--- src/sv/wc3_pkg.sv ---
// Package for the 3x3 window convolution unit: payload types, sizes and helpers.
// Used by every module of the block but wc3_ram; depends on nothing.
package wc3_pkg;

   localparam int MAX_WIDTH_DEF   = 2048;
   localparam int KERNEL_SIZE_DEF = 3;
   localparam int MAX_HEIGHT      = 2048;
   localparam int DIM_W           = 12;
   localparam int COEF_ROW_W      = 48;

   localparam logic [2:0] REG_WIDTH  = 3'd0;
   localparam logic [2:0] REG_HEIGHT = 3'd1;
   localparam logic [2:0] REG_TOP    = 3'd2;
   localparam logic [2:0] REG_MID    = 3'd3;
   localparam logic [2:0] REG_BOT    = 3'd4;

   typedef struct packed {
      logic       kind;
      logic [7:0] intensity;
   } req_type;

   typedef struct packed {
      logic [7:0] filtered;
      logic       row_end;
      logic       frame_end;
   } rsp_type;

   // One classified pixel handed from the front to the back. The position
   // flags belong to the result that this pixel completes, if any.
   typedef struct packed {
      logic [7:0]  px;
      logic [7:0]  mid;
      logic [7:0]  top;
      logic        emit;
      logic        row_end;
      logic        frame_end;
      logic        top_ok;
      logic        bot_ok;
      logic        left_ok;
      logic        right_ok;
   } job_type;

   function automatic logic signed [15:0] coef_at(input logic [47:0] row, input int pos);
      coef_at = row[16*pos +: 16];
   endfunction

endpackage

--- src/sv/wc3_back.sv ---
// Back end: shifts the 3x3 window, masks the border, multiplies, sums, shifts
// and saturates. Depends on wc3_pkg.
module wc3_back import wc3_pkg::*; (
   input  logic                  clock,
   input  logic                  reset,
   input  logic [COEF_ROW_W-1:0] coef_top,
   input  logic [COEF_ROW_W-1:0] coef_mid,
   input  logic [COEF_ROW_W-1:0] coef_bot,
   input  logic                  job_valid,
   input  job_type               job_data,
   output logic                  job_pop,
   output logic                  rsp_valid,
   input  logic                  rsp_stall,
   output rsp_type               rsp_data
);
   logic [7:0]  win_ff [3][3];
   logic        p1_valid_ff, p2_valid_ff, o_valid_ff;
   logic signed [24:0] prod_ff [3][3];
   logic        p1_rend_ff, p1_fend_ff, p2_rend_ff, p2_fend_ff;
   logic signed [28:0] sum_ff;
   rsp_type     o_ff;

   logic adv, go;
   logic rend, fend;
   logic rowok [3];
   logic colok [3];
   logic [7:0] nw [3][3];
   logic signed [28:0] sum_c;
   logic [47:0] rowc [3];

   // The pipeline moves whenever the result register is free or being taken.
   assign adv     = !(o_valid_ff && rsp_stall);
   assign job_pop = job_valid && adv;
   assign go      = job_pop && job_data.emit;

   always_comb begin
      rend = job_data.row_end;
      fend = job_data.frame_end;
      rowok[0] = job_data.top_ok;
      rowok[1] = 1'b1;
      rowok[2] = job_data.bot_ok;
      colok[0] = job_data.left_ok;
      colok[1] = 1'b1;
      colok[2] = job_data.right_ok;
      for (int i = 0; i < 3; i++) begin
         nw[i][0] = win_ff[i][1];
         nw[i][1] = win_ff[i][2];
      end
      nw[0][2] = job_data.top;
      nw[1][2] = job_data.mid;
      nw[2][2] = job_data.px;
      rowc[0] = coef_top;
      rowc[1] = coef_mid;
      rowc[2] = coef_bot;
      sum_c = '0;
      for (int i = 0; i < 3; i++) begin
         for (int j = 0; j < 3; j++) begin
            sum_c = sum_c + 29'(prod_ff[i][j]);
         end
      end
   end

   always_ff @(posedge clock) begin
      if (reset) begin
         for (int i = 0; i < 3; i++) begin
            for (int j = 0; j < 3; j++) begin
               win_ff[i][j] <= '0;
            end
         end
         p1_valid_ff   <= 1'b0;
         p2_valid_ff   <= 1'b0;
         o_valid_ff    <= 1'b0;
      end else if (adv) begin
         if (job_pop) win_ff <= nw;
         p1_valid_ff <= go;
         p2_valid_ff <= p1_valid_ff;
         o_valid_ff  <= p2_valid_ff;
      end
      if (adv) begin
         for (int i = 0; i < 3; i++) begin
            for (int j = 0; j < 3; j++) begin
               prod_ff[i][j] <= (rowok[i] && colok[j]) ?
                  $signed({1'b0, nw[i][j]}) * coef_at(rowc[i], j) : 25'sd0;
            end
         end
         p1_rend_ff <= rend;
         p1_fend_ff <= fend;
         sum_ff     <= sum_c;
         p2_rend_ff <= p1_rend_ff;
         p2_fend_ff <= p1_fend_ff;
         o_ff.row_end   <= p2_rend_ff;
         o_ff.frame_end <= p2_fend_ff;
         if (sum_ff < 0)                       o_ff.filtered <= 8'd0;
         else if (sum_ff[27:8] > 20'd255)      o_ff.filtered <= 8'd255;
         else                                  o_ff.filtered <= sum_ff[15:8];
      end
   end

   assign rsp_valid = o_valid_ff;
   assign rsp_data  = o_ff;
endmodule

--- config.mk ---
export PLATFORM = sky130hd
export DESIGN_NAME = wc3_back
export DESIGN_NICKNAME = d
export VERILOG_FILES = /design/src/sv/wc3_pkg.sv /design/src/sv/wc3_back.sv
export SDC_FILE = /design/constraint.sdc
export NUM_CORES = 2
export LEC_CHECK = 0
export BUFFER_PORTS_ARGS = -buffer_cell sky130_fd_sc_hd__clkbuf_2
export CORE_UTILIZATION = 45
export CTS_CLUSTER_DIAMETER = 100
export DETAILED_ROUTE_END_ITERATION = 10
export PLACE_DENSITY_LB_ADDON = 0.15
export SLEW_MARGIN = 20
export SYNTH_ARGS = -nofsm -noshare
export SYNTH_HDL_FRONTEND = slang
export SYNTH_SLANG_ARGS = --single-unit
--- constraint.sdc ---
create_clock -name clock -period 19.21 [get_ports clock]
set_input_delay 4.8025 -clock clock [delete_from_list [all_inputs] [get_ports clock]]
set_output_delay 4.8025 -clock clock [all_outputs]
set_load 0.02 [all_outputs]
==> summary.txt <==
Run status
  • Outcome: finished clean

Final layout
  • Final #Nets: between 8,000 and 9,000
  • Fill count: between 10,000 and 15,000
  • Area Overhead vs Synth: 6.54%
  • Layout cell share with drive strength beyond 1: under 10%
  • Antenna diodes: 0

Logic synthesis
  • Synth area leader: fa_1
  • Post-synth cell types: between 80 and 90
  • Syn Std Cell Area: approximately 58,000 µm²
  • Ys Warns: 0
  • Synth Flop Type: edfxtp_1
  • Mean Syn Cell Area: between 9 and 10 µm²
  • Sequential fraction of the synthesis area: between 15 and 20%
  • Asr flop ratio synth: 0%
  • Most frequent cell after synthesis: inv_1
  • Top cell type's share of synthesized area: between 30% and 40%
  • Cells after synthesis: 6,224
  • Most area-consuming cells after synthesis: fa_1 (38%), edfxtp_1 (14%), inv_1 (11%)
  • Post-Syn Nets: about 8,000
  • Commonest cells in the netlist: inv_1 (1,676), fa_1 (1,095), nand2_1 (746), and2_1 (646), ha_1 (476)
  • Number of enable flip-flop cells after synthesis: 260
  • Synth Register Bits: slightly above 300

Die
  • Die area: 129,000 µm²
  • CORE AREA: about 130,000 µm²
  • Die W: ~360 µm
  • Initial Utilization: a little under half
  • IO Pins: 191
  • Chip Height: about 360 µm
  • Row cnt: 130

Critical path
  • WP data arrival: 7.02 ns
  • Critical Path Sink Type: primary output
  • CP Launch Type: primary input
  • CP Data Required Time: around 14 ns
  • Setup CP Type: in -> out
  • Flop-to-flop setup slack: 13.36 ns
  • Critical-path maximum fanout: approximately 50

Power
  • Sequential Power Share: 17.1%
  • Clock share of power: 9.7%
  • Leakage Power: about 33 nW
  • Comb power frac: 73.3%
  • Sw Share: 47.6%
  • Pwr Total: roughly 7.3 mW
  • Int Power: between 3 and 4 mW
  • Switching pwr: approximately 3.5 mW
  • VDD IR max: around 250 µV
  • PwrDens: approximately 120 nW/µm²

Timing
  • RSZ-0062 raised after global routing: no
  • Fin Setup TNS: 0 ns
  • Final slew viol count: 0
  • Fin crit period: between 10 and 15 ns
  • Final Hold Viols: 0
  • Layout Skew: 0.0249 ns
  • Worst slew pin tran: around 1.1 ns
  • Slew headroom: 29.0%
  • Final setup fails: 0
  • Worst hold slack: 0.420 ns
  • Period utilisation layout: about three fifths
  • Max Freq: between 0.08 and 0.09 GHz
  • Final Worst Setup Slack: between 7 and 8 ns

Drt
  • Routed Antenna Nets: 0
  • Vias: 39,700
  • DRC viols: 0
  • Initial DRC Count: 1,786
  • WL per Instance: 17.1 µm
  • Final wirelength: ~140,000 µm
  • Vias/cell: 4.97
  • Drt pass-1 iters: 5

Clocking
  • Clock root buffer: clkbuf_16
  • H-tree level count: 2
  • Clock latency on the worst-skew pair: 0.57 ns
  • Post-CTS setup buffer count: 0
  • CTS tree: done
  • Reg clk slew, reported paths: approximately 0.05 ns
  • Clock Sinks: between 300 and 400
  • Clock buffer count from CTS: 36
  • Maximum clock path buffer count: 3
  • # hold bufs at CTS: 0
  • Post-CTS sizing: 0

Placement
  • Detailed Place HPWL: about 120,000 µm
  • Final GP Congestion: ~0.9
  • Port-buffer cells: 190
  • Setup WS pre-CTS: about 7.4 ns

Global route
  • Largest net degree at the start of global routing: 150
  • Initial antenna violation count: 6
  • Vias in the first global route: roughly 42,000
  • Total Routing Usage GR: 22.0%
  • Remaining global-route overflow: 0
  • Global-route wire length before repair: 227,000 µm

Run
  • Max cap viols: 0

Worst hold path
  • Min-delay worst type: reg -> reg
flip-flops by register name (all words and copies together), names as in the netlist:
name	cells
rsp_valid	1
p2_rend_ff	1
sum_ff	21
rsp_data	10
prod_ff	225
p1_fend_ff	1
p2_valid_ff	1
p1_rend_ff	1
p1_valid_ff	1
p2_fend_ff	1
nw	48
routing by layer:
metal	up-vias	global-route usage, %	routed length, µm
met5	-	0	80
met2	594	39.3	69500
met1	20200	29.6	60600
met3	100	1.80	4700
met4	10	3.34	1820
li1	18800	-	-
path summary, 6_finish.rpt:
kind                                  from             end  cells after the start
worst min register to register  p1_fend_ff      p2_fend_ff                      0
worst max register to register      nw[64]  prod_ff[0][73]                     17
worst min-delay path            p1_fend_ff      p2_fend_ff                      0
worst max-delay path             rsp_stall         job_pop                      6
placed cells by master (no fill, tap or decap), drive strengths merged, types with 67 or more instances in the layout:
| master | instances |
|---|---|
| inv | 1679 |
| fa | 1095 |
| nand2 | 746 |
| and2 | 647 |
| ha | 476 |
| edfxtp | 260 |
| clkbuf | 237 |
| a21oi | 202 |
| nor2 | 151 |
| xnor2 | 115 |
| o21ai | 82 |
| a21o | 67 |
area by class of cell:
type / count / area [µm²] / share of cell area [%]
multi-input cells: 4082 / 41900 / 68.3
clock inverters: 19 / 198 / 0.322
flip-flops and latches: 311 / 8830 / 14.4
well taps: 1650 / 2060 / 3.37
inverters: 1676 / 6290 / 10.3
clock buffers: 47 / 1010 / 1.65
repair buffers: 203 / 1060 / 1.73
worst max-delay path, stage by stage:
cell	delay [ns]
clkbuf_2	0.13
nand2_4	0.40
nand2_2	0.09
buf_4	0.35
inv_2	0.86
clkbuf_2	0.34
metrics by stage:
step,instances,cell area (µm²),utilization [%]
after floorplan,6224,57600,-
after global placement,7922,60100,47.6
after detailed placement,7922,60100,47.6
after CTS,7988,61400,48.6
after global routing,7988,61400,48.6
final,7988,61400,48.6
cells by family after synthesis:
group,share of synthesized area [%]
buf+inv,11.9
simple gates,15.7
fa+ha+maj,48.4
compound gates,5.83
xor+xnor,2.63
flops,15.3
mux,0.174
power by group through the flow:
stage,Clock (mW),Sequential [mW],Combinational (mW)
finish,0.708,1.25,5.36
global route,0.743,1.26,6.17
CTS,0.721,1.25,5.42
detailed placement,0,1.27,5.37
global placement,0,1.27,5.31
floorplan,0,1.18,4.20
Note: power is estimated with default switching activity, not from simulation.
