File: src/sv/wc3_pkg.sv
// Package for the 3x3 window convolution unit: payload types, sizes and helpers.
// Used by every module of the block but wc3_ram; depends on nothing.
package wc3_pkg;

   localparam int MAX_WIDTH_DEF   = 2048;
   localparam int KERNEL_SIZE_DEF = 3;
   localparam int MAX_HEIGHT      = 2048;
   localparam int DIM_W           = 12;
   localparam int COEF_ROW_W      = 48;

   localparam logic [2:0] REG_WIDTH  = 3'd0;
   localparam logic [2:0] REG_HEIGHT = 3'd1;
   localparam logic [2:0] REG_TOP    = 3'd2;
   localparam logic [2:0] REG_MID    = 3'd3;
   localparam logic [2:0] REG_BOT    = 3'd4;

   typedef struct packed {
      logic       kind;
      logic [7:0] intensity;
   } req_type;

   typedef struct packed {
      logic [7:0] filtered;
      logic       row_end;
      logic       frame_end;
   } rsp_type;

   // One classified pixel handed from the front to the back. The position
   // flags belong to the result that this pixel completes, if any.
   typedef struct packed {
      logic [7:0]  px;
      logic [7:0]  mid;
      logic [7:0]  top;
      logic        emit;
      logic        row_end;
      logic        frame_end;
      logic        top_ok;
      logic        bot_ok;
      logic        left_ok;
      logic        right_ok;
   } job_type;

   function automatic logic signed [15:0] coef_at(input logic [47:0] row, input int pos);
      coef_at = row[16*pos +: 16];
   endfunction

endpackage

File: src/sv/wc3_fifo.sv
// Short queue between the front and back of the convolution unit.
// Depends on wc3_pkg.
module wc3_fifo import wc3_pkg::*; (
   input  logic    clock,
   input  logic    reset,
   input  logic    push,
   input  job_type push_data,
   output logic    room,
   output logic    pop_valid,
   output job_type pop_data,
   input  logic    pop
);
   job_type     mem_ff [4];
   logic [1:0]  wp_ff, rp_ff;
   logic [2:0]  cnt_ff;

   // Two slots are held back for the requests already in the front pipeline.
   assign room      = (cnt_ff <= 3'd1);
   assign pop_valid = (cnt_ff != 3'd0);
   assign pop_data  = mem_ff[rp_ff];

   always_ff @(posedge clock) begin
      if (reset) begin
         wp_ff  <= '0;
         rp_ff  <= '0;
         cnt_ff <= '0;
      end else begin
         if (push) wp_ff <= wp_ff + 2'd1;
         if (pop)  rp_ff <= rp_ff + 2'd1;
         cnt_ff <= cnt_ff + 3'(push) - 3'(pop);
      end
      if (push) mem_ff[wp_ff] <= push_data;
   end
endmodule

File: config.mk
export PLATFORM = sky130hd
export DESIGN_NAME = wc3_fifo
export DESIGN_NICKNAME = d
export VERILOG_FILES = /design/src/sv/wc3_pkg.sv /design/src/sv/wc3_fifo.sv
export SDC_FILE = /design/constraint.sdc
export NUM_CORES = 1
export LEC_CHECK = 0
export BUFFER_PORTS_ARGS = -buffer_cell sky130_fd_sc_hd__buf_2
export CAP_MARGIN = 10
export CORE_MARGIN = 2
export CORE_UTILIZATION = 45
export CTS_CLUSTER_DIAMETER = 40
export DETAILED_ROUTE_END_ITERATION = 10
export PLACE_DENSITY = 0.62
export SYNTH_ARGS = -nofsm -noshare
export SYNTH_HDL_FRONTEND = slang
export SYNTH_SLANG_ARGS = --single-unit
File: constraint.sdc
create_clock -name clock -period 2.05 [get_ports clock]
set_input_delay 0.205 -clock clock [delete_from_list [all_inputs] [get_ports clock]]
set_output_delay 0.205 -clock clock [all_outputs]
set_load 0.02 [all_outputs]
==> impl_metrics.ini, run 1 <==
[synthesis]
synth.avg_cell_area_um2 = 23.6
synth.distinct_cells = 20
postSynth.asyncResetShare_pct = 0
ys_ff_latch = 133
synth_edf_count = 124
synthTopCellsByCount = 124 x edfxtp_1, 30 x mux4_2, 9 x dfxtp_1, 8 x ha_1
netlist.area_leader.share_pct = 75.4
synth_nets = 253
ys.flop_type = edfxtp_1
yosysSeqAreaShare_pct = 79.1
syn_inst = 209
synth.most_common_cell = edfxtp_1
yosys.area.top_type = edfxtp_1
synth.area.top_cells = edfxtp_1 75%, mux4_2 14%, dfxtp_1 3.6%, ha_1 2.0%, buf_6 0.68%
netlist_area_um2 = 4940
yosys_warnings = 0

[place]
placement.io_buffers = 67
gp_congestion = 0.690
dp_slack_ns = 0.393
hpwl_mm = 5.27

[sta]
finalHoldViolCount = 0
period_share_pct = 97.0
slew_viol_final = 0
maxSlewHeadroom_pct = 74.6
setup_viol = 0
fmax_mhz = 503
rsz0062_at_grt = true
fin_ws_ns = 0.0618
finClkSkew_ns = 0.00598
worst_slew_pin_slew_ns = 0.380
fin_crit_ns = 1.99

[power_and_ir_drop]
power_mw = 6.68
switching_share_pct = 23.7
leakagePower_nw = 2.25
switching_power_mw = 1.58
p_int_mw = 5.10
p_per_area_nw_per_um2 = 1040
seq_power_share_pct = 47.5
max-vdd-ir-drop_mv = 0.588
combPwrFrac_pct = 12.5
p_clk_share_pct = 40.0

[setup_path]
cp.required_ns = 1.85
end_kind = output pin
critPathLaunchType = flop
worstPathMaxFanout = 15
arrival_ns = 1.78
worstReg2RegStart = cnt_ff[0]$_SDFF_PP0_
critPathKind = flop to output pin

[global_route]
grt_overflow = 0
track_usage_pct = 16.4
grt_pass1_wl_mm = 13.6
grt_max_degree = 32
antenna_found_initial = 0
grt_pass1_vias = 2652

[flow_run]
max-cap-violations = 0

[floorplanning]
die_area_um2 = 11800
fp.dieH_um = 109
die_w_um = 109
ios = 68
core-area_um2 = 10800
start_util_pct = 45.7
placementRows = 38

[drt]
wl_per_cell_um = 18.0
routed_wl_mm = 8.72
drc = 0
viasPerCell = 4.91
ant_nets = 0
vias = 2383
dr.pass1.iters = 5
drt_iter0_markers = 130

[layout]
final_net_count = 376
layout-drive-gt1-share_pct = 42.0
area_delta_synth_final_pct = 29.7
diodes = 0

[clock_network]
clk_pin_slew_ns = 0.06
cts-buffers-inserted = 17
clock_sinks = 133
clk_latency_ns = 0.51
htreeDepth = 4
cts_root_buf = clkbuf_8
cts_tree = done
cts_max_path_buffers = 2

[hold_path]
worstHoldStart = push
hold_path_class = primary input to flop

[status]
outcome = finished, final reports clean
[metrics by stage]
| stage | util, % | std cells | area, um2 | TNS, ns | hold slack (ns) |
|---|---|---|---|---|---|
| 3_3_place_gp | 51.2 | 419 | 5530 | 0 | 0.419 |
| 2_1_floorplan | - | 209 | 4940 | 0 | 0.304 |
| 4_1_cts | 59.3 | 485 | 6400 | 0 | 0.0292 |
| 3_5_place_dp | 51.2 | 419 | 5530 | 0 | 0.427 |
| 5_1_grt | 59.3 | 485 | 6400 | -0.0194 | 0.0843 |
| 6_report | 59.3 | 485 | 6400 | 0 | 0.0546 |
[what timing repair did]
action | in CTS | in global routing
setup buffers | 1 | 0
hold buffers | 33 | 0
hold endpoints to repair | 133 | 0
gates resized for setup | 2 | 2
setup endpoints to repair | 26 | 3
[power groups by stage]
| stage | sequential, mW | clock (mW) | combinational (mW) |
|---|---|---|---|
| floorplan | 3.21 | 0 | 0.521 |
| global placement | 3.23 | 0 | 0.777 |
| detailed placement | 3.23 | 0 | 0.788 |
| CTS | 3.17 | 2.73 | 0.852 |
| global route | 3.18 | 2.86 | 0.909 |
| finish | 3.17 | 2.67 | 0.837 |
[registers in the layout, indices dropped and copies added (netlist names), named ones only]
signal,count
mem_ff,124
rp_ff,2
cnt_ff,3
wp_ff,2
[layout make-up]
type	count	area, um2
fillers	811	4390
flip-flops and latches	133	3910
multi-input cells	62	956
repair buffers	111	805
clock buffers	18	418
well taps	140	175
clock inverters	14	114
inverters	7	26.3
[path summary, 6_finish.rpt]
| kind | end | depth (start not counted) | slack [ns] |
|---|---|---|---|
| worst max-delay path | pop_data[18] | 3 | 0.06 |
| worst min-delay path | wp_ff[0]$_SDFFE_PP0P_ | 3 | 0.05 |
| worst max register to register | cnt_ff[2]$_SDFF_PP0_ | 8 | 0.44 |
| worst min register to register | flop | 2 | 0.57 |
[metal layers]
metal | wire, um | GRT usage (%) | share of wire (%)
met5 | 0 | 0 | 0
met4 | 103 | 6.41 | 1.2
met3 | 317 | 5.56 | 3.6
met2 | 4440 | 27.4 | 51
met1 | 3850 | 19.7 | 44
[cells in the final DEF, fill, tap and decap left out]
master | netlist | layout
edfxtp_1 | 124 | 124
buf_2 | 3 | 66
dlygate4sd3_1 | 0 | 33
mux4_2 | 30 | 31
clkbuf_16 | 0 | 16
ha_1 | 8 | 8
inv_1 | 7 | 7
nor2_1 | 7 | 7
dfxtp_1 | 9 | 7
buf_4 | 0 | 7
and2_2 | 0 | 4
clkinvlp_4 | 0 | 4
clkinv_2 | 0 | 4
buf_12 | 0 | 4
xnor2_1 | 3 | 3
clkinv_4 | 0 | 3
nand2_1 | 2 | 2
clkinv_1 | 0 | 2
a22o_1 | 1 | 1
nor2b_1 | 1 | 1
a21bo_2 | 1 | 1
nand3b_1 | 1 | 1
a21oi_1 | 1 | 1
mux2i_1 | 1 | 1
fa_1 | 1 | 1
dfxtp_4 | 0 | 1
dfxtp_2 | 0 | 1
clkbuf_8 | 0 | 1
bufinv_16 | 0 | 1
clkbuf_1 | 1 | 1
buf_6 | 3 | 1
[cell families after synthesis]
logic type / share of synthesized area (%)
DFF: 79.1
muxes: 14.4
and+or+nand+nor: 1.47
buffers and inverters: 1.60
adders and majority gates: 2.43
AOI/OAI and AO/OA: 0.481
xor gates and xnor gates: 0.532
[worst max-delay path, cell delays in order (launching register included)]
cell and delay (ns):
dfxtp_4 0.38, buf_12 0.18, mux4_2 0.52, buf_2 0.18
Power figures use the tool's default switching activity.
==> run 2: changes to the inputs <==
- ABC_AREA: unset -> 1
- CAP_MARGIN: 10 -> unset
- PLACE_DENSITY: 0.62 -> 0.73
==> run 2 against run 1 <==
  * Global-route usage up 1.1 points
  * Sequential share of layout area shrank 4.9 points
  * Largest power group is now clock
  * Critical path type unchanged
  * Critical endpoint is now pop_data[13]
  * Clock-buffer cell count is 1 lower
==> impl_metrics.ini, run 2 <==
[synthesis]
postSynth.asyncResetShare_pct = 0
netlist_area_um2 = 5700
synth.distinct_cells = 16
ys.flop_type = edfxtp_1
synth_nets = 590
synth_edf_count = 124
synth.avg_cell_area_um2 = 10.4
synth.area.top_cells = edfxtp_1 65%, nand2_1 11%, inv_1 9.1%, nand3_1 5.7%, dfxtp_1 3.2%
netlist.area_leader.share_pct = 65.3
synth.most_common_cell = nand2_1
syn_inst = 546
yosys_warnings = 0
yosysSeqAreaShare_pct = 68.5
ys_ff_latch = 133
yosys.area.top_type = edfxtp_1
synthTopCellsByCount = 166 x nand2_1, 139 x inv_1, 124 x edfxtp_1, 65 x nand3_1, 11 x buf_2

[sta]
slew_viol_final = 0
fin_setup_tns_ns = 0
fin_crit_ns = 1.93
worst_slew_pin_slew_ns = 0.649
hold_slack_ns = 0.00745
period_share_pct = 94.2
fin_ws_ns = 0.120
finClkSkew_ns = 0.00639
fmax_mhz = 518
setup_viol = 0
finalHoldViolCount = 0
maxSlewHeadroom_pct = 56.7

[floorplanning]
die_area_um2 = 13600
fp.dieH_um = 117
die_w_um = 117
ios = 68
core-area_um2 = 12500
placementRows = 41
start_util_pct = 45.6

[hold_path]
hold_path_class = primary input to flop
hold_end = mem_ff[0][2]$_DFFE_PP_
worstHoldStart = push_data[2]
whs_path_depth = 1

[drt]
vias = 3766
routed_wl_mm = 10.9
wl_per_cell_um = 13.3
viasPerCell = 4.58
drc = 0
ant_nets = 0
dr.pass1.iters = 6
drt_iter0_markers = 290

[global_route]
antenna_found_initial = 1
grt_max_degree = 63
grt_pass1_vias = 3679
grt_overflow = 0
grt_pass1_wl_mm = 17.5
track_usage_pct = 17.5

[setup_path]
r2r_cells = 8
cp.required_ns = 1.85
worstPathMaxFanout = 62
reg2reg_to = cnt_ff[2]$_SDFF_PP0_
end_kind = output pin
rrSetupSlack_ns = 0.45
critPathKind = flop to output pin
worstReg2RegStart = cnt_ff[0]$_SDFF_PP0_
arrival_ns = 1.73
critPathLaunchType = flop

[place]
placement.io_buffers = 67
gp_congestion = 0.741
hpwl_mm = 6.68
dp_slack_ns = 0.443

[flow_run]
max-cap-violations = 0

[clock_network]
clock_sinks = 133
cts_tree = done
clk_pin_slew_ns = 0.06
cts_root_buf = clkbuf_16
htreeDepth = 4
cts-buffers-inserted = 17
cts_max_path_buffers = 2
clk_latency_ns = 0.42

[power_and_ir_drop]
p_per_area_nw_per_um2 = 1030
leakagePower_nw = 3.25
power_mw = 7.14
max-vdd-ir-drop_mv = 0.752

[layout]
layout_common_cells = 166 x nand2_1, 135 x inv_1, 124 x edfxtp_1
regMostFlops = mem_ff
area_delta_synth_final_pct = 22.0
final_net_count = 680
utilization_pct = 55.6
largest_register_ff_count = 124
biggestRegsByFlops = mem_ff (124), cnt_ff (3)
final_common_cell = nand2_1
layout-drive-gt1-share_pct = 17.9

[status]
outcome = finished, final reports clean
==> run 2: area by class of cell <==
| type | instances | area [um2] |
|---|---|---|
| antenna | 1 | 2.50 |
| multi-input combinational | 253 | 1130 |
| sequential | 133 | 3910 |
| tap | 172 | 215 |
| clock buffer | 17 | 425 |
| clock inverter | 15 | 204 |
| fill | 1083 | 5560 |
| timing repair buffer | 90 | 546 |
| inverter | 141 | 532 |
==> run 2: kinds of logic (layout without fill, tap and decap cells) <==
| family | Yosys count | in the layout | synth area share (%) |
|---|---|---|---|
| buf+inv | 160 | 263 | 11.8 |
| fa+ha+maj | 9 | 9 | 2.11 |
| compound gates | 3 | 3 | 0.263 |
| xor+xnor | 1 | 1 | 0.154 |
| flops | 133 | 133 | 68.5 |
| simple gates | 240 | 240 | 17.2 |
| other cells | 0 | 1 | 0 |
==> run 2: routing by layer <==
layer  global-route usage [%]  wire (um)
met1                     20.4       4540
met3                     6.12        580
met5                        0          0
met4                     6.12        163
met2                     30.2       5650
==> run 2: how the worst max path moves through the flow <==
stage,end,slack [ns],depth (start not counted)
3_3_place_gp,cnt_ff[2]$_SDFF_PP0_,0.49,8
6_report,pop_data[13],0.12,5
3_5_place_dp,cnt_ff[2]$_SDFF_PP0_,0.44,8
5_1_grt,pop_data[27],-0.0007,5
4_1_cts,pop_data[8],0.09,5
2_1_floorplan,mem_ff[2][0]$_DFFE_PP_,0.46,4
==> run 2: worst max-delay path, cell delays in order (launching register included) <==
cell and delay, ns:
dfxtp_2 0.33, inv_4 0.48, nand2_1 0.13, nand3_1 0.10, nand2_1 0.09, buf_2 0.17
==> run 2: report_power, final <==
part           switching [mW]  internal, mW
Sequential             0.0390          3.11
Combinational           0.549         0.275
Clock                    1.13          2.04
==> run 2: stage by stage <==
step / area (um2) / std cells
2_1_floorplan: 5700 / 546
6_report: 6960 / 822
4_1_cts: 6930 / 819
5_1_grt: 6960 / 822
3_3_place_gp: 6220 / 779
3_5_place_dp: 6220 / 779
==> run 2: what timing repair did <==
item	in CTS	in global routing
endpoints found under the hold margin	28	8
buffers inserted	0	0
hold buffers	8	2
resized for setup	0	0
==> run 3: changes to the inputs <==
- PLACE_DENSITY: 0.73 -> 0.76
- clock period: 2.05 -> 1.55 ns (I/O delays scaled with it)
==> run 3 against run 2 <==
  * Non-clock buffer count is 28 higher
  * Critical endpoint is now pop_data[23]
  * Total power grew 38%
  * Setup slack worse by 0.19 ns
  * Critical path depth unchanged
  * Highest routed layer unchanged
  * Clock power is 32% higher
  * Flip-flop and latch count stayed put
  * The flow now finishes with violations (negative setup slack)
  * Final cell count increased by 3.6%
  * Cell area rose by 10%
  * Die area unchanged
  * Via count increased by 7.5%
  * Sequential power grew 32%
  * Worst hold slack improved by 0.11 ns
==> impl_metrics.ini, run 3 (same netlist as run 2, synthesis figures left out) <==
[status]
outcome = finished, violations left
violations = negative setup slack

[global_route]
grt_pass1_wl_mm = 18.5
grt_pass1_vias = 3985
antenna_found_initial = 0
track_usage_pct = 18.7
grt_max_degree = 33
grt_overflow = 0

[setup_path]
reg2reg_to = cnt_ff[1]$_SDFF_PP0_
rrSetupSlack_ns = 0.06
worstReg2RegStart = cnt_ff[0]$_SDFF_PP0_
cp.required_ns = 1.39
r2r_cells = 7
critPathLaunchType = flop
arrival_ns = 1.46
end_kind = output pin
worstPathMaxFanout = 32
critPathKind = flop to output pin

[power_and_ir_drop]
leakagePower_nw = 3.51
p_per_area_nw_per_um2 = 1280
max-vdd-ir-drop_mv = 0.868
switching_share_pct = 24.5
switching_power_mw = 2.41
combPwrFrac_pct = 14.9
seq_power_share_pct = 42.4
p_clk_share_pct = 42.7
p_int_mw = 7.43

[hold_path]
hold_path_class = primary input to flop
hold_end = wp_ff[0]$_SDFFE_PP0P_
whs_path_depth = 3
worstHoldStart = push

[layout]
final_area_um2 = 7670
area_delta_synth_final_pct = 34.5
diodes = 0
final-instance-count-excl-fill = 852
regMostFlops = mem_ff
largest_register_ff_count = 124
final_common_cell = nand2_1
fillers = 974
layout-drive-gt1-share_pct = 24.1
biggestRegsByFlops = mem_ff (124), cnt_ff (3)
final_net_count = 711
layout_common_cells = 146 x nand2_1, 133 x inv_1, 124 x edfxtp_1

[floorplanning]
placementRows = 41
start_util_pct = 45.6
fp.dieH_um = 117
die_w_um = 117
core-area_um2 = 12500
die_area_um2 = 13600
ios = 68

[drt]
ant_nets = 0
dr.pass1.iters = 5
drc = 0
drt_iter0_markers = 280
vias = 4047
viasPerCell = 4.75
wl_per_cell_um = 14.5
routed_wl_mm = 12.4

[place]
hpwl_mm = 6.79
gp_congestion = 0.760
dp.cells = 782
placed_area_um2 = 6300
placement.io_buffers = 67

[sta]
fin_crit_ns = 1.62
fin_ws_ns = -0.0694
period_share_pct = 104
finalHoldViolCount = 0
slew_viol_final = 0
rsz0062_at_grt = true
setup_viol = 29
hold_slack_ns = 0.117
worst_slew_pin_slew_ns = 0.289
fmax_mhz = 618
finClkSkew_ns = 0.00825
maxSlewHeadroom_pct = 80.7

[clock_network]
cts_max_path_buffers = 2
clock_sinks = 133
clk_latency_ns = 0.41
htreeDepth = 4
clk_pin_slew_ns = 0.05
cts_root_buf = clkbuf_16
cts_tree = done
cts-buffers-inserted = 17

[flow_run]
max-cap-violations = 0
run 3: cell types whose count changed in the layout (fill, tap and decap cells not counted), sizes merged:
cell / change
buf: +6
dlygate4sd3: +22
clkinvlp: +2
inv: +5
diode: -1
clkinv: -4
run 3: power groups by stage:
| stage | sequential (mW) | clock, mW | combinational (mW) |
|---|---|---|---|
| 2_1_floorplan | 4.22 | 0 | 0.727 |
| 3_3_place_gp | 4.23 | 0 | 1.06 |
| 3_5_place_dp | 4.23 | 0 | 1.10 |
| 4_1_cts | 4.17 | 4.25 | 1.30 |
| 5_1_grt | 4.18 | 4.38 | 1.59 |
| 6_report | 4.17 | 4.20 | 1.47 |
run 3: worst max-delay path by stage:
stage,endpoint,slack [ns]
2_1_floorplan,mem_ff[3][0]$_DFFE_PP_,0.009
3_3_place_gp,cnt_ff[2]$_SDFF_PP0_,0.03
3_5_place_dp,cnt_ff[2]$_SDFF_PP0_,-0.03
4_1_cts,pop_data[8],-0.06
5_1_grt,pop_data[9],-0.13
6_report,pop_data[23],-0.07
run 3: layer usage:
| metal | wire [um] | global-route usage (%) | part of all wire (%) |
|---|---|---|---|
| met1 | 4900 | 21.0 | 40 |
| met2 | 6290 | 32.6 | 51 |
| met3 | 819 | 5.86 | 6.6 |
| met4 | 339 | 9.10 | 2.7 |
| met5 | 0 | 0 | 0 |
run 3: final cells by class:
type,instances,area [um2],area share (%)
flip-flops and latches,133,3910,51.0
multi-input cells,253,1250,16.3
repair buffers,118,1050,13.7
inverters,141,559,7.29
clock buffers,17,425,5.55
well taps,172,215,2.81
clock inverters,15,203,2.64
repair inverters,3,52.6,0.685
run 3: critical path, cell delays in order, from the launching register on:
cell and delay, ns:
dfxtp_4 0.43, buf_12 0.21, nand2_1 0.08, nand3_1 0.09, nand2_1 0.08, buf_4 0.16
run 3: metrics by stage:
stage / setup TNS [ns] / power (mW) / utilization [%] / setup slack (ns)
floorplan: 0 / 4.95 / - / 0.00920
global placement: 0 / 5.29 / 50.3 / 0.0319
detailed placement: -0.0255 / 5.34 / 50.3 / -0.0255
CTS: -0.893 / 9.71 / 59.6 / -0.0595
global route: -2.84 / 10.2 / 61.3 / -0.128
finish: -0.826 / 9.84 / 61.3 / -0.0694
run 3: timing repair:
action,in CTS,in global routing
pin swaps,4,11
resized for setup,48,61
setup buffers,2,1
endpoints found under the hold margin,127,0
cloned,3,0
endpoints found under the setup margin,32,34
hold buffers,32,0
